**src/misf_div.sv**
```systemverilog
// Restoring divider, one quotient bit per cycle.
module misf_div #(
  parameter int MAGW = 40,
  parameter int CW   = 13,
  parameter int QB   = 26
) (
  input  logic            clk,
  input  logic            rst_n,
  input  logic            start,
  input  logic [MAGW-1:0] dividend,
  input  logic [CW-1:0]   divisor,
  output logic            done,
  output logic [QB-1:0]   quotient
);

  localparam int QCW = $clog2(QB + 1);

  logic [CW-1:0]  rem_r;
  logic [CW-1:0]  rem_nxt;
  logic [QB-1:0]  dvd_r;
  logic [QB-1:0]  q_r;
  logic [QCW-1:0] cnt_r;
  logic           done_r;
  logic [CW:0]    trial;
  logic           ge;

  always_comb begin
    trial   = {rem_r, dvd_r[QB-1]};
    ge      = trial >= {1'b0, divisor};
    rem_nxt = ge ? CW'(trial - {1'b0, divisor}) : trial[CW-1:0];
  end

  always_ff @(posedge clk) begin
    if (!rst_n) begin
      cnt_r  <= '0;
      done_r <= 1'b0;
    end else if (start) begin
      cnt_r  <= QCW'(QB);
      done_r <= 1'b0;
    end else if (cnt_r != '0) begin
      cnt_r  <= cnt_r - QCW'(1);
      done_r <= (cnt_r == QCW'(1));
    end else begin
      done_r <= 1'b0;
    end
  end

  always_ff @(posedge clk) begin
    if (start) begin
      rem_r <= CW'(dividend >> QB);
      dvd_r <= dividend[QB-1:0];
      q_r   <= '0;
    end else if (cnt_r != '0) begin
      rem_r <= rem_nxt;
      dvd_r <= {dvd_r[QB-2:0], 1'b0};
      q_r   <= {q_r[QB-2:0], ge};
    end
  end

  assign done     = done_r;
  assign quotient = q_r;

endmodule
```
**config.mk**
```make
export PLATFORM = sky130hd
export DESIGN_NAME = misf_div
export DESIGN_NICKNAME = d
export VERILOG_FILES = /design/src/misf_div.sv
export SDC_FILE = /design/constraint.sdc
export NUM_CORES = 1
export LEC_CHECK = 0
export ABC_AREA = 1
export BUFFER_PORTS_ARGS = -buffer_cell sky130_fd_sc_hd__buf_4
export CORE_ASPECT_RATIO = 1.25
export CORE_MARGIN = 2
export CORE_UTILIZATION = 35
export CTS_CLUSTER_SIZE = 24
export DETAILED_ROUTE_END_ITERATION = 8
export PLACE_DENSITY = 0.55
export RECOVER_POWER = 100
export SLEW_MARGIN = 20
export SYNTH_ARGS = -nofsm -noshare
export SYNTH_HDL_FRONTEND = slang
export SYNTH_SLANG_ARGS = --single-unit
```
**constraint.sdc**
```tcl
create_clock -name clk -period 2.2 [get_ports clk]
set_input_delay 0 -clock clk [delete_from_list [all_inputs] [get_ports clk]]
set_output_delay 0 -clock clk [all_outputs]
set_load 0.05 [all_outputs]
```
Word level (Yosys, flattened, before mapping) --
Index checks and enable logic that the tools add are counted. W data, S select, Z words.
Operators by class: $add $sub $neg 2, order comparisons 1, eq/ne operators 1, mux-type cells 7, bitwise gates (word level) 2, reduce and logical (&&, ||, !) cells 4
Operator list (count):
- $mux W26 | 2
- $mux W13 | 3
- $ge A14 B13 Y1 | 1
- $sub A13 B13 Y13 | 1
- $mux W5 | 2
- $eq A5 B1 Y1 const B | 1
- $reduce_bool A5 Y1 | 1
- $sub A5 B1 Y5 const B | 1
- $reduce_or A3 Y1 | 1
- $not A1 Y1 | 2
- $reduce_bool A2 Y1 | 1
- $reduce_or A2 Y1 | 1
Word-level totals: bits in registers 71, input bits 56, output and inout bits 27, word-level logic and storage cells 23

Longest topological paths before layout --
word-level depth 4, gate-level depth with buffers 12

Worst setup path before layout --
No wires, ideal clock.
path type register to register, start point register cnt_r[0], end point register dvd_r[0] (enable), library setup time 0.381 ns, arrival 1.620 ns, data required time 1.819 ns, setup slack 0.199 ns, stages on the path, launching flop included 9, buffers on the path 1, path through dfxtp_1 -> inv_1 -> ha_1 -> inv_1 -> nor2_2 -> nand2_1 -> nor2_2 -> inv_2 -> buf_2
Between the ends: cells in the longest elaborated chain, start to end 2
Ends and longest elaborated chain:
- start: declaration | RTL line 22 | logic [QCW-1:0] cnt_r;
- start signal: assignment | RTL line 38 | cnt_r <= QCW'(QB);
- start signal: assignment | RTL line 41 | cnt_r <= cnt_r - QCW'(1);
- $reduce_bool A5 Y1 | RTL line 53 | end else if (cnt_r != '0) begin
- $reduce_bool A2 Y1 (no source line)
- end signal: assignment | RTL line 51 | dvd_r <= dividend[QB-1:0];
- end signal: assignment | RTL line 55 | dvd_r <= {dvd_r[QB-2:0], 1'b0};
- end: declaration | RTL line 20 | logic [QB-1:0] dvd_r;
Every way passes these cells. A chain may end at the register's enable or synchronous reset.

Worst setup path in the final report --
start point register dvd_r[25], end point register rem_r[6] (data pin)
Between the ends: cells in the longest elaborated chain, start to end 4, elaborated cells between the ends (all ways) 5, classes of those cells add/sub: 1; order compare: 1; mux: 3
Ends and longest elaborated chain:
- $sub A13 B13 Y13 or $ge A14 B13 Y1 (tied branches) | RTL line 30, 29
- $mux W13 (*) | RTL line 30 | rem_nxt = ge ? CW'(trial - {1'b0, divisor}) : trial[CW-1:0];
- $mux W13 (*) | RTL line 53
- $mux W13 (*) | RTL line 49 | if (start) begin
- end signal: assignment | RTL line 50 | rem_r <= CW'(dividend >> QB);
- end signal: assignment | RTL line 54 | rem_r <= rem_nxt;
- end: declaration | RTL line 18 | logic [CW-1:0] rem_r;
Mark *: on every way between the ends. The rest lies on a longest branch, timed or not. The select of a mux whose other input is x is not followed.

==> reports/results.ini <==
[routing]
num_vias = 3487
ant_nets = 0
routed_wl_um = 9392
vias_per_cell = 4.546
wl_per_cell_um = 12.25
first_pass_iters = 4
drc = 0
first_iter_violations = 140

[worst_hold_path]
min_path_type = in -> reg

[setup_path]
critPathCaptureType = flop
path_class = reg -> reg
start_kind = flop
critical-path-max-stage-delay_ns = 0.42
critPathRequiredTime_ns = 2.29
crit_top_cell = nand2_1
worstPathCellList = inv_1, ha_1, fa_1, inv_2, nand2_1, nand3_2, nand2_4, nand3_4, buf_4, nand2_2, nand3_1, nand2_1
cp_slowest_cell = fa_1
critical_path_arrival_ns = 2.15
path_max_fanout = 5

[synthesis]
synth-seq-cells = 71
synth_cell_types = 33
syn_nets = 567
synth-edff-count = 39
ys_seq_area_share_pct = 46.48
synth_xor_xnor_area_share_pct = 1.573
yosys-mux-area-fraction_pct = 0
avgSynthCellArea_um2 = 7.874
yosysTopAreaCellShare_pct = 30.05
netlist_area_um2 = 3897
synth_flop_cell = edfxtp_1
synthAdderAreaFrac_pct = 5.329
synth_area_leaders = edfxtp_1 30%, nand2_1 17%, dfxtp_1 16%
yosys_warnings = 0
synth_top_family_by_area = simple AND/OR/NAND/NOR gates
synth_compound_area_share_pct = 6.260
async_flop_share_pct = 0
synthesis.instances = 495
synthSimpleGateAreaFrac_pct = 28.76
yosys.area.top_type = edfxtp_1

[status]
status = finished clean

[cts]
clockRootBuffer = clkbuf_16
cts_buffers = 9
worst_skew_pair.late_latency_ns = 0.33
htreeDepth = 3
cts_tree = built
clk_path_buf_depth = 2
clock_sinks = 71
path_clk_slew_ns = 0.06

[timing]
max_slew_margin_pct = 58.22
clock_skew_ns = 0.006843
drv_slew = 0
max_clock_freq_mhz = 483.8
fin_crit_sh_pct = 93.96
hold_violations = 0
finalSetupViolCount = 0
worstMarginPinSlew_ns = 0.6295
period_needed_ns = 2.067
timing.hold.ws_ns = 0.1956
tns_ns = 0

[die]
dieHeight_um = 122.0
io_pins = 83
rows = 43
die_area_um2 = 12000
die_w_um = 98.39
start_util_pct = 35.51
coreArea_um2 = 10980

[global_routing]
grt_pass1_wl_um = 16040
globalRouteOverflowTotal = 0
grt_use_total_pct = 16.61
grt_max_degree = 42
antenna_found_initial = 0
grt_pass1_vias = 3646

[placed_design]
port_buffers = 81
place_inst = 707
gp_congestion = 0.8174
dpl.hpwl_um = 6631
placedInstanceArea_um2 = 4698

[final_layout]
final_cell_mix = 173 x nand2_1, 90 x inv_1, 60 x buf_4
layout.cells.non_filler = 767
final_cell_area_um2 = 5328
final_common_cell = nand2_1
antenna_cells = 0
nNetsFinal = 699
final_core_util_pct = 48.54
drive_gt1_share_pct = 17.88
area_growth_syn_to_layout_pct = 36.69

[run]
cap_violations = 0

[pwr]
ir_drop_mv = 0.5391
p_per_area_nw_per_um2 = 988.5
power_leakage_uw = 0.002593

==> report_power, final <==
group	internal (µW)	switching, µW
clock	891	608
combinational	842	1180
sequential	1650	94.9
total	3380	1880
==> stage by stage <==
stage	setup slack (ns)	total power [µW]
after global placement	0.1673	3622
after global routing	-0.004975	5669
after detailed placement	0.08609	3646
after floorplan	0.1986	3204
after CTS	0.07819	5228
final	0.1329	5266
==> critical path: cells and delay by family, from the launching register on <==
| kind | cells | cell delay [ns] |
|---|---|---|
| DFF | 1 | 0.35 |
| adders and majority gates | 2 | 0.62 |
| buffers and inverters | 3 | 0.30 |
| and+or+nand+nor | 7 | 0.55 |
==> cells in the mapped netlist (all sizes together) (2+ instances only) <==
cell type,number
o21ai,7
dfxtp,32
clkinv,2
ha,15
buf,7
a21oi,5
nand4,15
clkbuf,7
nand3,29
inv,98
edfxtp,39
nor2,18
o22ai,24
xnor2,4
nand2,183
xor2,3
==> area by class of cell <==
cell class              instances  area, µm²
well taps                     135      168.9
inverters                     100      375.4
fillers                      1140       5648
repair buffers                135       1044
clock inverters                 7      76.32
clock buffers                   9      225.2
multi-input cells             310       1627
flip-flops and latches         71       1812
==> worst paths after layout <==
check                              from                    end  slack (ns)  depth (start not counted)
setup / recovery    dvd_r[25]$_DFFE_PP_     rem_r[6]$_DFFE_PP_        0.13                         12
hold / removal                    start  cnt_r[4]$_SDFFE_PN0P_        0.20                          3
setup reg to reg    dvd_r[25]$_DFFE_PP_     rem_r[6]$_DFFE_PP_        0.13                         12
hold reg to reg   cnt_r[4]$_SDFFE_PN0P_        done$_SDFF_PP0_        0.45                          1
==> cells by family (layout without fill, tap and decap cells) <==
family / count (synthesis) / in the layout
simple gates: 248 / 248
buf+inv: 114 / 251
flops: 71 / 71
compound gates: 39 / 39
fa+ha+maj: 16 / 16
xor+xnor: 7 / 7
==> flip-flops by register name, indices dropped and copies added, names as in the netlist <==
register,count
cnt_r,5
done,1
dvd_r,26
quotient,26
rem_r,13
==> metal layers <==
metal / routed length [µm] / track usage, % / vias to the layer above
met5: 0 / 0 / -
met4: 116 / 6.421 / 0
met3: 517 / 4.590 / 9
met2: 4559 / 28.53 / 88
met1: 4198 / 19.74 / 1557
li1: - / - / 1833
==> timing repair <==
| action | CTS | global route |
|---|---|---|
| hold endpoints to repair | 44 | 0 |
| gates resized for setup | 0 | 1 |
| buffers inserted | 0 | 4 |
| setup endpoints to repair | 0 | 13 |
| hold buffers | 40 | 0 |
Power figures use the tool's default switching activity.
